## src/ssae_pkg.sv

```systemverilog
// ----------------------------------------------------------------------------
// ssae_pkg: shared types and constants for the sorted set algebra engine
// Request and operation codes, element type and the front/back command word.
// ----------------------------------------------------------------------------
package ssae_pkg;

	localparam int SetCapacity  = 8;
	localparam int ElementWidth = 32;
	localparam int IdxW = $clog2(SetCapacity);
	localparam int CntW = $clog2(SetCapacity + 1);
	localparam int QueueDepth = 2;

	typedef logic signed [31:0] elem_t;
	typedef logic [IdxW-1:0] idx_t;
	typedef logic [CntW-1:0] cnt_t;

	typedef enum logic [1:0] {
		REQ_LOAD_A  = 2'd0,
		REQ_LOAD_B  = 2'd1,
		REQ_CLEAR   = 2'd2,
		REQ_COMPUTE = 2'd3
	} req_t;

	typedef enum logic [2:0] {
		OP_UNION = 3'd0,
		OP_INTER = 3'd1,
		OP_AMB   = 3'd2,
		OP_BMA   = 3'd3,
		OP_SYMD  = 3'd4,
		OP_PROD  = 3'd5,
		OP_BAD6  = 3'd6,
		OP_BAD7  = 3'd7
	} op_t;

	localparam logic [1:0] StOk   = 2'd0;
	localparam logic [1:0] StDup  = 2'd1;
	localparam logic [1:0] StFull = 2'd2;

	// command passed from front to back
	typedef struct packed {
		req_t  req;
		op_t   op;
		elem_t value;
	} cmd_t;

	// result item
	typedef struct packed {
		elem_t      value;
		elem_t      second;
		logic       last;
		logic       empty;
		logic [1:0] status;
	} res_t;

	// low ElementWidth bits, sign extended
	function automatic elem_t sext_elem(input elem_t raw);
		elem_t r;
		if (ElementWidth >= 32) begin
			r = raw;
		end else begin
			r = raw <<< (32 - ElementWidth);
			r = r >>> (32 - ElementWidth);
		end
		return r;
	endfunction

endpackage

```

## src/ssae_front.sv

```systemverilog
// ----------------------------------------------------------------------------
// ssae_front: request intake
// Accepts requests, normalizes the element and queues commands for the back.
// ----------------------------------------------------------------------------
module ssae_front (
	input  logic          clk,
	input  logic          arst_n,
	input  logic          push,
	output logic          full,
	input  logic [1:0]    req_type,
	input  logic signed [31:0] element_value,
	input  logic [2:0]    operation,
	output logic          cmd_valid,
	input  logic          cmd_take,
	output ssae_pkg::cmd_t cmd
);
	import ssae_pkg::*;

	cmd_t q_mem_q [QueueDepth];
	logic wr_q, rd_q;
	logic [1:0] cnt_q;
	cmd_t in_cmd;

	// classify and normalize the incoming request
	always_comb begin
		in_cmd.req   = req_t'(req_type);
		in_cmd.op    = op_t'(operation);
		in_cmd.value = sext_elem(element_value);
	end

	assign full      = (cnt_q == 2'(QueueDepth));
	assign cmd_valid = (cnt_q != 2'd0);
	assign cmd       = q_mem_q[rd_q];

	// two-entry command queue
	always_ff @(posedge clk or negedge arst_n) begin
		if (!arst_n) begin
			wr_q  <= 1'b0;
			rd_q  <= 1'b0;
			cnt_q <= 2'd0;
		end else begin
			if (push && !full) begin
				q_mem_q[wr_q] <= in_cmd;
				wr_q <= ~wr_q;
			end
			if (cmd_take && cmd_valid)
				rd_q <= ~rd_q;
			cnt_q <= cnt_q + 2'(push && !full) - 2'(cmd_take && cmd_valid);
		end
	end

endmodule

```

## src/ssae_back.sv

```systemverilog
// ----------------------------------------------------------------------------
// ssae_back: set storage and execution
// Sorted insert by a search walk plus shift, merge walk and product walk,
// one stored element per cycle while the output queue has room, results into a two-entry output queue.
// ----------------------------------------------------------------------------
module ssae_back (
	input  logic          clk,
	input  logic          arst_n,
	input  logic          cmd_valid,
	output logic          cmd_take,
	input  ssae_pkg::cmd_t cmd,
	output logic          res_empty,
	input  logic          pop,
	output ssae_pkg::res_t res
);
	import ssae_pkg::*;

	typedef enum logic [2:0] {
		S_IDLE, S_SEARCH, S_SHIFT, S_MERGE, S_PROD, S_FLUSH
	} state_t;

	state_t state_q;
	elem_t  a_q [SetCapacity];
	elem_t  b_q [SetCapacity];
	cnt_t   na_q, nb_q;
	cmd_t   cur_q;
	cnt_t   i_q, j_q;
	res_t   pend_q;
	logic   pend_v_q;

	// output queue
	res_t   oq_q [2];
	logic   ow_q, or_q;
	logic [1:0] ocnt_q;
	logic   o_push;
	res_t   o_item;
	logic   o_room;

	assign res_empty = (ocnt_q == 2'd0);
	assign res       = oq_q[or_q];
	assign o_room    = (ocnt_q != 2'd2);

	// working set for load
	logic   is_b;
	cnt_t   n_sel;
	elem_t  ea, eb, es;
	logic   ia, jb;
	logic   keep_a, keep_both, keep_b;

	// walk step decode
	logic   m_done, m_a_only, m_b_only, m_take;
	elem_t  m_val;
	logic   p_done;
	logic   step_take, stall;

	always_comb begin
		is_b  = (cur_q.req == REQ_LOAD_B);
		n_sel = is_b ? nb_q : na_q;
		ea = a_q[i_q[IdxW-1:0]];
		eb = b_q[j_q[IdxW-1:0]];
		es = is_b ? b_q[i_q[IdxW-1:0]] : a_q[i_q[IdxW-1:0]];
		ia = (i_q < na_q);
		jb = (j_q < nb_q);
		keep_a = 1'b0; keep_both = 1'b0; keep_b = 1'b0;
		case (cur_q.op)
			OP_UNION: begin keep_a = 1'b1; keep_both = 1'b1; keep_b = 1'b1; end
			OP_INTER: keep_both = 1'b1;
			OP_AMB:   keep_a = 1'b1;
			OP_BMA:   keep_b = 1'b1;
			OP_SYMD:  begin keep_a = 1'b1; keep_b = 1'b1; end
			default:  ;
		endcase
	end

	// merge step: which side is smaller and whether it is kept
	always_comb begin
		m_done   = !ia && !jb;
		m_a_only = !jb || (ia && ea < eb);
		m_b_only = !m_a_only && (!ia || eb < ea);
		m_take   = m_a_only ? keep_a : (m_b_only ? keep_b : keep_both);
		m_val    = m_b_only ? eb : ea;
		p_done   = !ia || (nb_q == '0);
		step_take = ((state_q == S_MERGE) && !m_done && m_take) ||
			((state_q == S_PROD) && !p_done);
		stall     = step_take && pend_v_q && !o_room;
	end

	assign cmd_take = (state_q == S_IDLE) && cmd_valid;

	// held item goes out when the next one replaces it, so last is known
	always_comb begin
		o_push = 1'b0;
		o_item = pend_q;
		if (state_q == S_FLUSH && o_room)
			o_push = 1'b1;
		else if (step_take && pend_v_q && o_room)
			o_push = 1'b1;
	end

	// sequencer: one step per cycle, stalls when the output queue has no room
	always_ff @(posedge clk or negedge arst_n) begin
		if (!arst_n) begin
			state_q  <= S_IDLE;
			na_q     <= '0;
			nb_q     <= '0;
			i_q      <= '0;
			j_q      <= '0;
			pend_v_q <= 1'b0;
		end else begin
			case (state_q)
				S_IDLE: begin
					if (cmd_valid) begin
						cur_q    <= cmd;
						i_q      <= '0;
						j_q      <= '0;
						pend_v_q <= 1'b0;
						case (cmd.req)
							REQ_LOAD_A, REQ_LOAD_B: state_q <= S_SEARCH;
							REQ_CLEAR: begin
								na_q <= '0;
								nb_q <= '0;
								pend_q   <= '{value: '0, second: '0, last: 1'b1,
									empty: 1'b0, status: StOk};
								state_q  <= S_FLUSH;
							end
							default: begin
								if (cmd.op == OP_PROD)
									state_q <= S_PROD;
								else if (cmd.op == OP_BAD6 || cmd.op == OP_BAD7) begin
									pend_q  <= '{value: '0, second: '0, last: 1'b1,
										empty: 1'b1, status: StOk};
									state_q <= S_FLUSH;
								end else
									state_q <= S_MERGE;
							end
						endcase
					end
				end
				S_SEARCH: begin
					if (i_q < n_sel && es < cur_q.value) begin
						i_q <= i_q + 1'b1;
					end else if (i_q < n_sel && es == cur_q.value) begin
						pend_q <= '{value: '0, second: '0, last: 1'b1,
							empty: 1'b0, status: StDup};
						state_q <= S_FLUSH;
					end else if (n_sel >= cnt_t'(SetCapacity)) begin
						pend_q <= '{value: '0, second: '0, last: 1'b1,
							empty: 1'b0, status: StFull};
						state_q <= S_FLUSH;
					end else begin
						pend_q <= '{value: '0, second: '0, last: 1'b1,
							empty: 1'b0, status: StOk};
						j_q <= n_sel;
						state_q <= S_SHIFT;
					end
				end
				S_SHIFT: begin
					// move entries up one at a time from the top down to pos
					if (j_q == i_q) begin
						if (is_b) begin
							b_q[j_q[IdxW-1:0]] <= cur_q.value;
							nb_q <= nb_q + 1'b1;
						end else begin
							a_q[j_q[IdxW-1:0]] <= cur_q.value;
							na_q <= na_q + 1'b1;
						end
						state_q <= S_FLUSH;
					end else begin
						if (is_b)
							b_q[j_q[IdxW-1:0]] <= b_q[IdxW'(j_q - 1'b1)];
						else
							a_q[j_q[IdxW-1:0]] <= a_q[IdxW'(j_q - 1'b1)];
						j_q <= j_q - 1'b1;
					end
				end
				S_MERGE: begin
					if (!stall) begin
						if (m_done) begin
							// mark the held item last, or report an empty set
							if (pend_v_q)
								pend_q.last <= 1'b1;
							else
								pend_q <= '{value: '0, second: '0, last: 1'b1,
									empty: 1'b1, status: StOk};
							state_q <= S_FLUSH;
						end else begin
							if (!m_b_only)
								i_q <= i_q + 1'b1;
							if (!m_a_only)
								j_q <= j_q + 1'b1;
							if (m_take) begin
								pend_q <= '{value: m_val, second: '0, last: 1'b0,
									empty: 1'b0, status: StOk};
								pend_v_q <= 1'b1;
							end
						end
					end
				end
				S_PROD: begin
					if (!stall) begin
						if (p_done) begin
							if (pend_v_q)
								pend_q.last <= 1'b1;
							else
								pend_q <= '{value: '0, second: '0, last: 1'b1,
									empty: 1'b1, status: StOk};
							state_q <= S_FLUSH;
						end else begin
							pend_q <= '{value: ea, second: eb, last: 1'b0,
								empty: 1'b0, status: StOk};
							pend_v_q <= 1'b1;
							if (j_q == nb_q - 1'b1) begin
								j_q <= '0;
								i_q <= i_q + 1'b1;
							end else
								j_q <= j_q + 1'b1;
						end
					end
				end
				S_FLUSH: begin
					if (o_room) begin
						pend_v_q <= 1'b0;
						state_q  <= S_IDLE;
					end
				end
				default: state_q <= S_IDLE;
			endcase
		end
	end

	// output queue storage
	always_ff @(posedge clk or negedge arst_n) begin
		if (!arst_n) begin
			ow_q   <= 1'b0;
			or_q   <= 1'b0;
			ocnt_q <= 2'd0;
		end else begin
			if (o_push) begin
				oq_q[ow_q] <= o_item;
				ow_q <= ~ow_q;
			end
			if (pop && !res_empty)
				or_q <= ~or_q;
			ocnt_q <= ocnt_q + 2'(o_push) - 2'(pop && !res_empty);
		end
	end

endmodule

```

## src/sorted_set_algebra_engine.sv

```systemverilog
// ----------------------------------------------------------------------------
// sorted_set_algebra_engine: two sorted sets with union/intersect/diff/product
// Front queues requests, back holds the sets and walks them.
// ----------------------------------------------------------------------------
// channel | direction | handshake    | payload
// request | in        | push / full  | req_type, element_value, operation
// result  | out       | pop / empty  | result_value, pair_second, last_flag,
//         |           |              | empty_flag, status
//
// A request is registered in the request queue, then the back takes it when idle.
// A load walks one search step per smaller stored element, one shift step per
// larger one, then writes the element and flushes a status item.
// A compute walks one step per cycle while the result queue has room (at most
// na + nb merge steps, or na * nb pairs), then a closing step and a flush.
// Reset clears both set counts and all queues; the stores need no clearing.
// A full result queue stalls the walk; the request queue fills its 2 entries.
// ----------------------------------------------------------------------------
module sorted_set_algebra_engine (
	input  logic              clk,
	input  logic              arst_n,
	input  logic              push,
	output logic              full,
	input  logic [1:0]        req_type,
	input  logic signed [31:0] element_value,
	input  logic [2:0]        operation,
	output logic              empty,
	input  logic              pop,
	output logic signed [31:0] result_value,
	output logic signed [31:0] pair_second,
	output logic              last_flag,
	output logic              empty_flag,
	output logic [1:0]        status
);
	import ssae_pkg::*;

	logic cmd_valid, cmd_take;
	cmd_t cmd;
	res_t res;

	ssae_front u_front (
		.clk, .arst_n, .push, .full, .req_type, .element_value, .operation,
		.cmd_valid, .cmd_take, .cmd
	);

	ssae_back u_back (
		.clk, .arst_n, .cmd_valid, .cmd_take, .cmd,
		.res_empty(empty), .pop, .res
	);

	assign result_value = res.value;
	assign pair_second  = res.second;
	assign last_flag    = res.last;
	assign empty_flag   = res.empty;
	assign status       = res.status;

endmodule
```

## config.mk

```make
export PLATFORM = sky130hd
export DESIGN_NAME = sorted_set_algebra_engine
export DESIGN_NICKNAME = d
export VERILOG_FILES = /design/src/ssae_pkg.sv /design/src/ssae_front.sv /design/src/ssae_back.sv /design/src/sorted_set_algebra_engine.sv
export SDC_FILE = /design/constraint.sdc
export NUM_CORES = 1
export LEC_CHECK = 0
export BUFFER_PORTS_ARGS = -buffer_cell sky130_fd_sc_hd__buf_2
export CAP_MARGIN = 30
export CELL_PAD_IN_SITES_DETAIL_PLACEMENT = 1
export CELL_PAD_IN_SITES_GLOBAL_PLACEMENT = 2
export CORE_AREA = 4 4 409 411
export DETAILED_ROUTE_END_ITERATION = 16
export DIE_AREA = 0 0 413 415
export PLACE_DENSITY = 0.58
export SLEW_MARGIN = 30
export SYNTH_ARGS = -nofsm -noshare
export SYNTH_HDL_FRONTEND = slang
export SYNTH_SLANG_ARGS = --single-unit
```

## constraint.sdc

```tcl
create_clock -name clk -period 17.4 [get_ports clk]
set_input_delay 0 -clock clk [delete_from_list [all_inputs] [get_ports clk]]
set_output_delay 0 -clock clk [all_outputs]
set_load 0.03 [all_outputs]
```

* Word level (Yosys, flattened, before mapping) *
Memory sizes are Yosys's and may differ from the RTL's.
Cells that the tools add are included.

word-level totals
  register bits after elaboration = 133
  latch bits = 0
  bits in writable memories = 722
  memory bits (read-only) = 0
  input bits = 41
  output and inout port bits = 70
  memories kept = 4

operators by class
  $add $sub $neg = 10
  multiply operators = 0
  div/mod/pow operators = 0
  order comparisons = 7
  eq/ne operators = 45
  shift operators = 0
  muxes and demuxes = 95
  bitwise gates (word level) = 6
  reduce and logical (&&, ||, !) cells = 57

memories
  name             depth  bits a word  read ports  clocked after memory_dff  write ports  line              source
  u_back.a_q       8      32           2           0                         1            ssae_back.sv:23   elem_t a_q [SetCapacity];
  u_back.b_q       8      32           3           0                         1            ssae_back.sv:24   elem_t b_q [SetCapacity];
  u_back.oq_q      2      68           1           0                         1            ssae_back.sv:32   res_t oq_q [2];
  u_front.q_mem_q  2      37           1           0                         1            ssae_front.sv:19  cmd_t q_mem_q [QueueDepth];

operators with widths
  cell                                                                     number
  68-bit two-way mux                                                       10
  68-bit one-hot mux with 4 select lines                                   1
  68-bit one-hot mux with 2 select lines                                   1
  32-bit two-way mux                                                       4
  4-bit two-way mux                                                        25
  32-bit < comparator                                                      3
  64-bit two-way mux                                                       1
  3-bit two-way mux                                                        13
  32-bit equality test                                                     1
  1-bit two-way mux                                                        32
  2-bit inequality test, second input constant                             15
  1-bit logical AND                                                        22
  4-bit one-hot mux with 5 select lines                                    1
  3-bit equality test, second input constant                               6
  3-bit one-hot mux with 6 select lines                                    1
  4-bit by 1-bit adder with 4-bit output, second input constant            4
  2-bit by 1-bit inequality test with 1-bit output, second input constant  8
  4-bit one-hot mux with 2 select lines                                    2
  4-bit one-hot mux with 4 select lines                                    1
  8-bit AND reduction                                                      2
  3-bit by 2-bit equality test with 1-bit output, second input constant    4
  4-bit < comparator                                                       3
  11-bit AND reduction                                                     1
  10-bit AND reduction                                                     1
  28 further kinds                                                         58

* Longest topological paths before layout *
Gate-level depths: netlist of the first run.
An unclocked memory read counts as a cell.

  depth in word-level cells = 17
  gate-level depth with buffers = 19
  depth with buffers taken out = 16

* Hierarchy *
From an unflattened synthesis of the first run, not the netlist that was laid out.

second synthesis, totals
  cells, all modules = 2550
  area total of the unflattened synthesis = 41001.8 µm²

modules (own cells, without submodules)
  module      times used  cells each  area each (µm²)  sequential area each (µm²)
  ssae_back   1           2417        38040.2          23212.3
  ssae_front  1           133         2961.6           2322.2

* Least setup slack after synthesis of the first run *
Ideal clock, no wire load.

  path type = reg-to-reg
  from = register u_back.i_q[0]
  to = register u_back.pend_q (netlist bit u_back.o_item[0]) (enable)
  arrival = 10.537 ns
  slack = 6.200 ns
  stages on the path, launching flop included = 17
  buffers on the path = 3
  clock period less this slack = 11.200 ns
  path through = dfrtp_1 -> buf_2 -> buf_2 -> buf_1 -> mux4_2 -> mux2_2 -> ha_1 -> nand4_1 -> a21oi_1 -> a2111oi_2 -> a21boi_2 -> or4_1 -> a221oi_2 -> a211oi_4 -> inv_1 -> a21oi_1 -> nor4_1

on the way
  longest elaborated chain between the ends = 14
  elaborated cells on any way between the ends = 32
  classes of those cells = 5 x order compare; 4 x eq/ne; 3 x mux; 18 x reduce/logical; 2 x memory

RTL lines
  what                                     line              source
  start, declared                          ssae_back.sv:27   cnt_t i_q, j_q;
  start signal, assigned                   ssae_back.sv:141  i_q <= i_q + 1'b1;
  start signal, assigned                   ssae_back.sv:188  i_q <= i_q + 1'b1;
  start signal, assigned                   ssae_back.sv:214  i_q <= i_q + 1'b1;
  memory 8 x 32 bit                        n/a
  32-bit < comparator                      ssae_back.sv:78   m_a_only = !jb || (ia && ea < eb);
  1-bit logical AND                        ssae_back.sv:78
  1-bit logical OR                         ssae_back.sv:78
  1-bit zero test                          ssae_back.sv:79   m_b_only = !m_a_only && (!ia || eb < ea);
  1-bit logical AND                        ssae_back.sv:79
  1-bit two-way mux (2 in a row)           ssae_back.sv:80   m_take = m_a_only ? keep_a : (m_b_only ? keep_b : keep_both);
  1-bit logical AND                        ssae_back.sv:83   step_take = ((state_q == S_MERGE) && !m_done && m_take) ||
  1-bit logical OR                         ssae_back.sv:83
  1-bit logical AND (2 in a row)           ssae_back.sv:85   stall = step_take && pend_v_q && !o_room;
  2-bit inequality test (no source line)   n/a
  10-bit AND reduction (no source line) *  n/a
  end signal, assigned                     ssae_back.sv:122  pend_q <= '{value: '0, second: '0, last: 1'b1,
  end signal, assigned                     ssae_back.sv:130  pend_q <= '{value: '0, second: '0, last: 1'b1,
  end signal, assigned                     ssae_back.sv:143  pend_q <= '{value: '0, second: '0, last: 1'b1,
  end, declared                            ssae_back.sv:28   res_t pend_q;

Every way passes the cells marked *; elsewhere a longest branch is shown, timed or not.
A chain may end at the register's enable or synchronous reset.

* Worst setup path in the final report of the first run *
  from = register u_back.i_q[0]
  to = memory u_back.oq_q[1][19] (netlist bit) (enable)

on the way
  longest elaborated chain between the ends = 17
  elaborated cells on any way between the ends = 27
  classes of those cells = 3 x order compare; 6 x mux; 17 x reduce/logical; 1 x memory

RTL lines
  what                                       line              source
  memory 8 x 32 bit                          n/a
  32-bit < comparator                        ssae_back.sv:78
  1-bit logical AND                          ssae_back.sv:78
  1-bit logical OR                           ssae_back.sv:78
  1-bit zero test                            ssae_back.sv:79
  1-bit logical AND                          ssae_back.sv:79
  1-bit two-way mux (2 in a row)             ssae_back.sv:80
  1-bit logical AND                          ssae_back.sv:83
  1-bit logical OR *                         ssae_back.sv:83
  1-bit logical AND * (2 in a row)           ssae_back.sv:96   else if (step_take && pend_v_q && o_room)
  1-bit two-way mux *                        ssae_back.sv:96
  1-bit two-way mux *                        ssae_back.sv:94   if (state_q == S_FLUSH && o_room)
  1-bit two-way mux *                        ssae_back.sv:238  if (o_push) begin
  1-bit logical AND (not written as such) *  ssae_back.sv:239  oq_q[ow_q] <= o_item;
  1-bit two-way mux (not written as such) *  ssae_back.sv:239
  end, declared                              ssae_back.sv:32

Marked as above.

==> results.md, run 1 <==
Clock tree:
- The clock slew at the register clock pins of the worst setup and hold paths is 0.06 ns.
- TritonCTS built the clock tree.
- The total CTS buffers is 97.
- The clock sink total is 855.
- In this run the clock root is driven by a sky130_fd_sc_hd__clkbuf_16.
- The total of cells resized after clock tree synthesis is 0.
- The longest clock path from root to sink contains 3 buffers.
- The total number of H-tree levels is 3.
- The clock latency at the later pin of the worst-skew pair is 0.71 ns.

Worst setup path:
- The nature of the critical path startpoint is a register.
- The category of the most critical setup path is reg -> reg.
- The capturing element type of the critical path is a register.
- Data on the critical path is required at its endpoint by 17.72 ns.
- The setup check on the worst reg-to-reg path leaves a slack of 9.42 ns.
- The arrival time of data at the critical path endpoint is 8.30 ns.
- The launch instance of the worst register-to-register path is u_back.i_q[0].
- The maximum fanout along the worst path is 54.
- The most critical setup path has its startpoint at u_back.i_q[0].

Synthesis:
- In the synthesized netlist, the number of instances is 2486.
- The predominant post-synthesis flop cell is sky130_fd_sc_hd__edfxtp_1.
- The synthesized design contains 827 enable-type register cells.
- After synthesis, the mean cell area works out to 16.37 um2.
- Synthesis produced a netlist with a net count of 2611.
- The netlist uses 69 different library cells.
- In this run the cell area of the synthesized design comes to 40710 um2.
- For this run, asynchronously set or reset flops after synthesis account for 3.275%.
- After synthesis, flip-flops and latches occupy 62.73% of the total area.
- The count of state elements after synthesis is 855.
- During synthesis, Yosys emitted a total of 0 warnings.

Drt:
- In this run, the number of DRC markers left after iteration 0 of detailed routing was 2164.
- The first TritonRoute pass finished after 6 iterations.
- The routed layout has 25077 vias.
- After detailed routing, the average wire length per cell comes to 27.94 um.
- The detail route stage leaves a number of antenna-violating nets equal to 0.
- Using the TritonRoute via totals, the vias-per-cell ratio works out to 5.080.
- The number of remaining DRC errors is 0.
- Wires add up to 137900 um.

Cells and area:
- In the layout the commonest cells are sky130_fd_sc_hd__edfxtp_1, sky130_fd_sc_hd__mux4_2, sky130_fd_sc_hd__nor2_1.
- Leaving out fill and tap cells, the most frequent cell in the layout is sky130_fd_sc_hd__edfxtp_1.
- The final layout contains 2784 nets.
- In the final layout, the share of cells above drive strength 1 is 28.50%.
- The end-of-flow core utilization is 29.20%.
- Relative to the synthesized area, the layout overhead comes to 17.69%.
- The number of fill cells in the layout is 17119.

Floorplan:
- The die outline area is 171400 um2.
- Once the floorplan was initialized, standard cells occupied 24.81% of the core.
- The floorplan has 149 rows.
- The die span in x is 413 um.
- The number of placed I/O pins is 111.
- The placeable core area is 164100 um2.
- The die is 415 um tall.

Global route:
- In the global route stage, overall resource usage came out at 15.81%.
- The first-pass GRT wire length is 198600 um.
- The via count of the first global-routing pass is 26925.
- The global-route congestion overflow total is 0.
- The initial antenna violation count came to 10.
- The maximum number of pins on one net before global-route repair is 70.

Min path:
- In this run the worst hold path is classified as in -> reg.
- The startpoint identified for the worst hold timing path is element_value[17].

Timing:
- Setup repair after global routing left no endpoint under its margin.
- The number of max-slew violations in the final report is 0.
- The summed negative setup slack over all endpoints is 0 ns.
- The total count of hold-check failures in the final report is 0.
- Based on the critical path, the design can be clocked at up to 0.1253 GHz.
- Setup violations remaining at the end of the flow were counted as 0.
- Measured against its own limit, the worst slew margin works out to 36.63%.
- The worst clock skew on the final layout is 0.03999 ns.
- The final clock period utilization by the worst path is 45.86%.
- The slew of the pin with the lowest slew margin is 0.9506 ns.
- The final period demand of the worst path is 7.979 ns.

Power:
- The switching part of the total is 37.57%.
- The analysis attributes to cell leakage a power of 15.25 nW.
- The power per cell area is 162.9 nW/um2.
- The power dissipated by switching net loads is 2.932 mW.
- VDD sags by at most 0.08583 mV.
- The combinational power share is 39.0%.
- Of the total power, registers draw 35.5%.
- The clock share of power is 25.6%.
- The total internal power is 4.873 mW.

Placed design:
- During placement, the flow inserted port buffers numbering 110.
- The final weighted congestion in routability-driven placement is 0.7985.
- The post-DP HPWL is 86370 um.

Run:
- The total of max-cap violations is 0.

Outcome:
- The run finished with clean final reports.
-- cell families after synthesis --
logic type | after synthesis | share of synthesized area, %
flops | 855 | 62.73
fa+ha+maj | 84 | 2.582
mux | 492 | 20.38
xor+xnor | 22 | 0.4734
buf+inv | 217 | 2.035
simple gates | 398 | 4.746
compound gates | 418 | 7.051
-- worst max-delay path: stages (launching register included) --
cell	delay, ns
sky130_fd_sc_hd__dfrtp_4	0.89
sky130_fd_sc_hd__buf_4	0.73
sky130_fd_sc_hd__buf_4	0.68
sky130_fd_sc_hd__mux4_2	0.59
sky130_fd_sc_hd__mux2_2	0.36
sky130_fd_sc_hd__ha_1	0.36
sky130_fd_sc_hd__nand4_1	0.24
sky130_fd_sc_hd__nor4_2	0.73
sky130_fd_sc_hd__nand3_1	0.25
sky130_fd_sc_hd__nor3_1	0.23
sky130_fd_sc_hd__o41ai_1	0.13
sky130_fd_sc_hd__a221oi_2	0.46
sky130_fd_sc_hd__a21oi_1	0.11
sky130_fd_sc_hd__a41oi_2	0.30
sky130_fd_sc_hd__nand2_1	0.19
sky130_fd_sc_hd__nor2_4	0.40
sky130_fd_sc_hd__buf_4	0.66
-- power groups by stage --
stage	Combinational (mW)	Sequential, mW	Clock, mW
2_1_floorplan	2.09	2.63	0
6_report	3.04	2.77	2.00
3_5_place_dp	3.03	2.82	0
4_1_cts	3.06	2.78	2.06
5_1_grt	3.26	2.79	2.15
3_3_place_gp	2.97	2.81	0
-- stage by stage --
step / worst slack, ns / total power [mW] / hold slack [ns] / area (um2) / cells
2_1_floorplan: 6.200 / 4.721 / -0.2956 / 40710 / 2486
3_3_place_gp: 9.097 / 5.776 / 0.07665 / 44090 / 4686
3_5_place_dp: 9.331 / 5.852 / 0.08664 / 44160 / 4688
4_1_cts: 9.307 / 7.895 / 0.001133 / 47840 / 4927
5_1_grt: 8.810 / 8.197 / 0.03002 / 47910 / 4936
6_report: 9.421 / 7.805 / 0.06090 / 47910 / 4936
-- area by class of cell --
type | instances | area [um2] | area share, %
Timing Repair Buffer | 233 | 1700 | 3.549
Clock inverter | 62 | 520.5 | 1.086
Multi-Input combinational cell | 1414 | 14590 | 30.46
Antenna cell | 7 | 17.52 | 0.03656
Tap cell | 2189 | 2739 | 5.717
Sequential cell | 855 | 25550 | 53.34
Clock buffer | 118 | 2569 | 5.362
Inverter | 58 | 217.7 | 0.4544
-- registers in the layout, summed over array words and instances (netlist names), 37 cells and up --
name and flops:
u_back.b_q 256, u_back.a_q 256, u_back.cur_q 37, u_back.o_item 68, u_back.oq_q 136, u_front.q_mem_q 74
-- Yosys cell counts (6+ instances only) --
library cell	instances	share of area, %
sky130_fd_sc_hd__edfxtp_1	827	61
sky130_fd_sc_hd__mux4_2	256	14
sky130_fd_sc_hd__nor2_1	179	1.7
sky130_fd_sc_hd__mux2_2	136	3.8
sky130_fd_sc_hd__a21oi_1	134	1.6
sky130_fd_sc_hd__a22oi_1	128	2.4
sky130_fd_sc_hd__clkbuf_1	116	1.1
sky130_fd_sc_hd__mux2i_1	100	2.5
sky130_fd_sc_hd__ha_1	84	2.6
sky130_fd_sc_hd__nand2_1	70	0.65
sky130_fd_sc_hd__inv_1	57	0.53
sky130_fd_sc_hd__o21ai_0	57	0.70
sky130_fd_sc_hd__a221o_1	32	0.79
sky130_fd_sc_hd__buf_1	32	0.30
sky130_fd_sc_hd__and4_1	31	0.67
sky130_fd_sc_hd__dfrtp_1	28	1.7
sky130_fd_sc_hd__nand3_1	27	0.33
sky130_fd_sc_hd__nor3_1	19	0.23
sky130_fd_sc_hd__nand4_1	17	0.26
sky130_fd_sc_hd__xnor2_1	13	0.28
sky130_fd_sc_hd__nor2b_1	12	0.18
sky130_fd_sc_hd__a21o_1	11	0.20
sky130_fd_sc_hd__buf_2	11	0.14
sky130_fd_sc_hd__xor2_1	9	0.19
sky130_fd_sc_hd__and3_1	8	0.12
sky130_fd_sc_hd__o21ai_1	6	0.074
-- metal layers --
layer	GRT usage (%)	share of wire, %	wire length, um
met4	5.652	3.2	4462
met3	2.537	5.6	7661
met1	20.29	42	57520
met5	0	0.0094	13
met2	26.94	49	68250
-- timing repair --
item,in CTS,in global routing
hold endpoints to repair,119,0
setup buffers,0,0
hold buffers,59,0
-- final timing paths --
kind,endpoint,cells after the start
setup reg to reg,u_back.oq_q[1][19],16
max in group asynchronous,u_back.j_q[0],4
setup / recovery,u_back.oq_q[1][19],16
min in group asynchronous,u_back.nb_q[1],4
hold / removal,u_front.q_mem_q[0][17],2
hold reg to reg,u_back.oq_q[1][3],0
Power figures use the tool's default switching activity.
==> run 2, diff against run 1 <==
--- a/config.mk
+++ b/config.mk
@@ -5,14 +5,15 @@
 export SDC_FILE = /design/constraint.sdc
 export NUM_CORES = 1
 export LEC_CHECK = 0
+export ABC_AREA = 1
 export BUFFER_PORTS_ARGS = -buffer_cell sky130_fd_sc_hd__buf_2
 export CAP_MARGIN = 30
 export CELL_PAD_IN_SITES_DETAIL_PLACEMENT = 1
 export CELL_PAD_IN_SITES_GLOBAL_PLACEMENT = 2
-export CORE_AREA = 4 4 409 411
+export CORE_AREA = 4 4 417 419
 export DETAILED_ROUTE_END_ITERATION = 16
-export DIE_AREA = 0 0 413 415
-export PLACE_DENSITY = 0.58
+export DIE_AREA = 0 0 421 423
+export PLACE_DENSITY = 0.64
 export SLEW_MARGIN = 30
 export SYNTH_ARGS = -nofsm -noshare
 export SYNTH_HDL_FRONTEND = slang
==> constraint.sdc (replaced) <==
create_clock -name clk -period 7.96 [get_ports clk]
set_input_delay 0 -clock clk [delete_from_list [all_inputs] [get_ports clk]]
set_output_delay 0 -clock clk [all_outputs]
set_load 0.03 [all_outputs]
==> run 2 against run 1 <==
Die area grew 3.9%. Synthesized cell count rose by 71%. Cell area up 3.9%. Clock skew rose by 0.0069 ns. Combinational power increased to 2.5 times the previous value. Utilization about the same. Sequential share of layout area is 2.0 points lower. Global-route usage is 2.0 points higher. Via count increased by 35%. Non-clock buffer count up 58. Highest routed layer is now met4.
==> results.md, run 2 <==
Global route:
- The via count of the first global-routing pass came to 33922.
- The total overflow left after global routing is 0.
- The maximum number of pins on one net before global-route repair is 197.
- The first-pass GRT wire length is 237400 um.
- The total routing resource utilization after global routing is 17.78%.
- The initial antenna violation count was 6.

Timing:
- Setup repair after global routing left no endpoint under its margin.
- The number of max-slew violations in the final report is 0.
- The final critical path takes up 76.64% of the cycle.
- Based on the critical path, the design can be clocked at up to 0.1639 GHz.
- The total of endpoints with negative setup slack in the final report is 0.
- Headroom to the max-slew limit came out at 32.29%.
- After layout, the minimum clock period comes to 6.100 ns.
- For the pin with the worst max-slew slack, the measured transition is 1.016 ns.
- The total count of hold-check failures in the final report is 0.
- The summed negative setup slack over all endpoints is 0 ns.
- The worst clock skew on the final layout is 0.04689 ns.

Power:
- The clock network accounts for 25.3% of the total power.
- In this run the power spent charging and discharging nets is 7.904 mW.
- The switching part of the total is 43.25%.
- IR analysis of the VDD net gives a maximum drop of 0.2150 mV.
- The internal portion of the total power is 10.37 mW.
- The combinational power share is 41.8%.
- For this design the static power due to leakage is 18.06 nW.
- Sequential cells account for 32.9% of the total power.
- The power per cell area is 367.2 nW/um2.

Drt:
- The via count normalized by instance count is 5.054.
- The number of routed nets with antenna violations is 0.
- The total routed wirelength is 162400 um.
- Dividing the detail-routed wire length by the instance count gives 24.31 um.
- The first routing iteration left 2793 violations.
- The detailed router placed 33768 vias in this run.
- The count of TritonRoute iterations in the first routing pass is 5.
- The number of remaining DRC errors is 0.

Synthesis:
- The post-synthesis net count is 4381.
- The mean instance size in the synthesized netlist is 9.970 um2.
- After synthesis, the largest area contributor takes up 58.53% of total cell area.
- The post-synthesis instance total is 4256.
- Yosys attributes the largest share of cell area to sky130_fd_sc_hd__edfxtp_1, sky130_fd_sc_hd__o21ai_0, sky130_fd_sc_hd__nand2_1, sky130_fd_sc_hd__a21oi_1, sky130_fd_sc_hd__inv_1.
- The most repeated cell in the gate-level netlist after synthesis is sky130_fd_sc_hd__o21ai_0.
- Of all cell types, the one taking the most synthesized area is sky130_fd_sc_hd__edfxtp_1.
- For this run, the leading register cell type out of synthesis is sky130_fd_sc_hd__edfxtp_1.
- The number of enable flip-flop cells after synthesis is 827.
- The synthesized area is 42430 um2.
- After synthesis, the share of flip-flops with an asynchronous set or reset is 3.275%.
- The synthesized design contains 855 register bits.
- For this run, the number of Yosys warnings is 0.
- After synthesis, flip-flops and latches occupy 60.18% of the total area.
- The distinct cell type count after synthesis is 58.
- Ranked by instance count, the synthesized netlist is headed by sky130_fd_sc_hd__o21ai_0, sky130_fd_sc_hd__edfxtp_1, sky130_fd_sc_hd__nand2_1.

Worst setup path:
- The worst register-to-register path ends at u_back.oq_q[0][13].
- Along the worst path, the maximum fanout reaches 63.
- The required time at the worst-slack endpoint is 8.32 ns.
- The nature of the critical path startpoint is a register.
- The capturing element type of the critical path is a register.
- The arrival time of data at the critical path endpoint is 6.46 ns.
- The critical path in this run is classified as reg -> reg.
- The startpoint of the worst setup timing path is u_back.j_q[0].
- The library cell appearing most often on the critical path is sky130_fd_sc_hd__nand2_1.
- The worst-case register-to-register setup slack is 1.86 ns.
- The launch instance of the worst register-to-register path is u_back.j_q[0].
- The largest single stage delay on the critical path is 0.67 ns.
- Measured in cells, the most critical reg-to-reg path has a length of 25.
- The slowest stage of the critical path belongs to the cell sky130_fd_sc_hd__or4_1.

Min path:
- The worst hold path passes through 2 cells.
- The type of the most critical hold path is in -> reg.
- The hold path startpoint is element_value[20].
- The end point of the most critical hold path is u_front.q_mem_q[0][20].

Cells and area:
- The multi-input combinational cells in the finished layout cover a total of 14470 um2.
- The most common cell after layout, fill and taps aside is sky130_fd_sc_hd__o21ai_0.
- Once layout is complete, the utilization of the core stands at 29.18%.
- The number of fill cells in the layout is 19245.
- In the layout the commonest cells are sky130_fd_sc_hd__o21ai_0, sky130_fd_sc_hd__edfxtp_1, sky130_fd_sc_hd__nand2_1.
- The area used by sequential logic in the layout is 25550 um2.
- Relative to the synthesized area, the layout overhead comes to 17.31%.
- In the final design database the tool counted 4489 nets.
- The fraction of final layout cells sized beyond drive strength 1 is 10.46%.

Floorplan:
- The die covers 178100 um2.
- The placeable core area is 170600 um2.
- The number of placed I/O pins is 111.
- The starting utilization of the core area is 24.87%.
- The die is 423 um tall.
- The die span in x is 421 um.
- The initialized floorplan defines 152 standard-cell rows.

Clock tree:
- The number of buffers inserted by post-CTS setup repair is 0.
- The tree built by TritonCTS fans out to 855 sinks.
- After clock tree synthesis, the clock-pin slew on the worst setup and hold paths is 0.06 ns.
- The clock latency at the later pin of the worst-skew pair is 0.73 ns.
- Post-CTS repair changed the size of 0 cells.
- Clock tree synthesis selected as its root buffer the cell sky130_fd_sc_hd__clkbuf_16.
- The total number of H-tree levels is 3.
- The total CTS buffers is 101.
- The longest clock path from root to sink contains 3 buffers.
- TritonCTS built the clock tree.

Placed design:
- The number of buffers inserted by port buffering is 110.
- The post-DP HPWL is 102300 um.
- At the end of routability-driven placement, the weighted congestion stood at 0.8142.

Run:
- The total of max-cap violations is 0.

Outcome:
- The flow ran to the end, and the final reports show no timing, DRC or antenna violations.
-- run 2: changes by cell type after synthesis, sizes merged, moves of 101 or more --
| cell | before | now |
|---|---|---|
| o21ai | 64 | 874 |
| nand2 | 70 | 580 |
| inv | 57 | 397 |
| a21oi | 134 | 390 |
| mux4 | 256 | 0 |
| nor2 | 179 | 323 |
| mux2 | 136 | 0 |
| a22oi | 128 | 27 |
-- run 2: logic make-up after synthesis --
family | synth area share [%]
DFF | 60.18
adders and majority gates | 2.477
AOI/OAI and AO/OA | 20.38
xor gates and xnor gates | 0.3922
buffers and inverters | 6.319
and+or+nand+nor | 10.26
-- run 2: through the flow --
step           cells  total power, mW  instance area, um2  hold WS (ns)  setup WS, ns
2_1_floorplan   4256            10.58               42440       -0.2956         1.317
3_3_place_gp    6420            13.62               45760       0.06508         1.830
3_5_place_dp    6420            13.71               45760       0.06879         1.825
4_1_cts         6679            18.45               49770      0.008410         1.765
5_1_grt         6679            19.45               49770       0.01692         1.320
6_report        6681            18.28               49780       0.04446         1.860
-- run 2: area by class of cell --
type,count,share of cell area (%)
Clock buffer,123,5.372
Sequential cell,855,51.32
Inverter,398,3.047
Timing Repair Buffer,291,4.384
Antenna cell,2,0.01005
Tap cell,2233,5.613
Multi-Input combinational cell,2717,29.06
Clock inverter,62,1.186
-- run 2: how the worst max path moves through the flow --
stage / endpoint / slack [ns] / cells after the start
floorplan: u_back.oq_q[0][0] / 1.32 / 25
CTS: u_back.oq_q[0][18] / 1.76 / 23
finish: u_back.oq_q[0][13] / 1.86 / 25
global placement: u_back.oq_q[0][13] / 1.83 / 23
global route: u_back.oq_q[0][13] / 1.32 / 24
detailed placement: u_back.oq_q[0][13] / 1.83 / 23
-- run 2: timing repair --
item,4_1_cts,5_1_grt
hold buffers,74,0
endpoints found under the hold margin,106,0
setup endpoints to repair,0,0
-- run 2: per-layer routing --
| layer | wire [um] | global-route usage [%] |
|---|---|---|
| met5 | 0 | 0 |
| met4 | 4223 | 4.877 |
| met3 | 8365 | 2.782 |
| met1 | 75870 | 24.92 |
| met2 | 73950 | 28.52 |
-- run 2: power by group through the flow --
stage / logic, mW / registers [mW] / clock network, mW
finish: 7.64 / 6.01 / 4.63
global route: 8.44 / 6.05 / 4.96
CTS: 7.67 / 6.02 / 4.77
detailed placement: 7.61 / 6.11 / 0
global placement: 7.53 / 6.09 / 0
floorplan: 4.65 / 5.93 / 0
-- run 2: critical path, delay by kind of cell, from the launching register on --
family                     cells  cell delay (ns)
AOI/OAI and AO/OA              3             0.43
adders and majority gates      1             0.25
buffers and inverters          6             1.77
DFF                            1             0.64
and+or+nand+nor               15             2.52
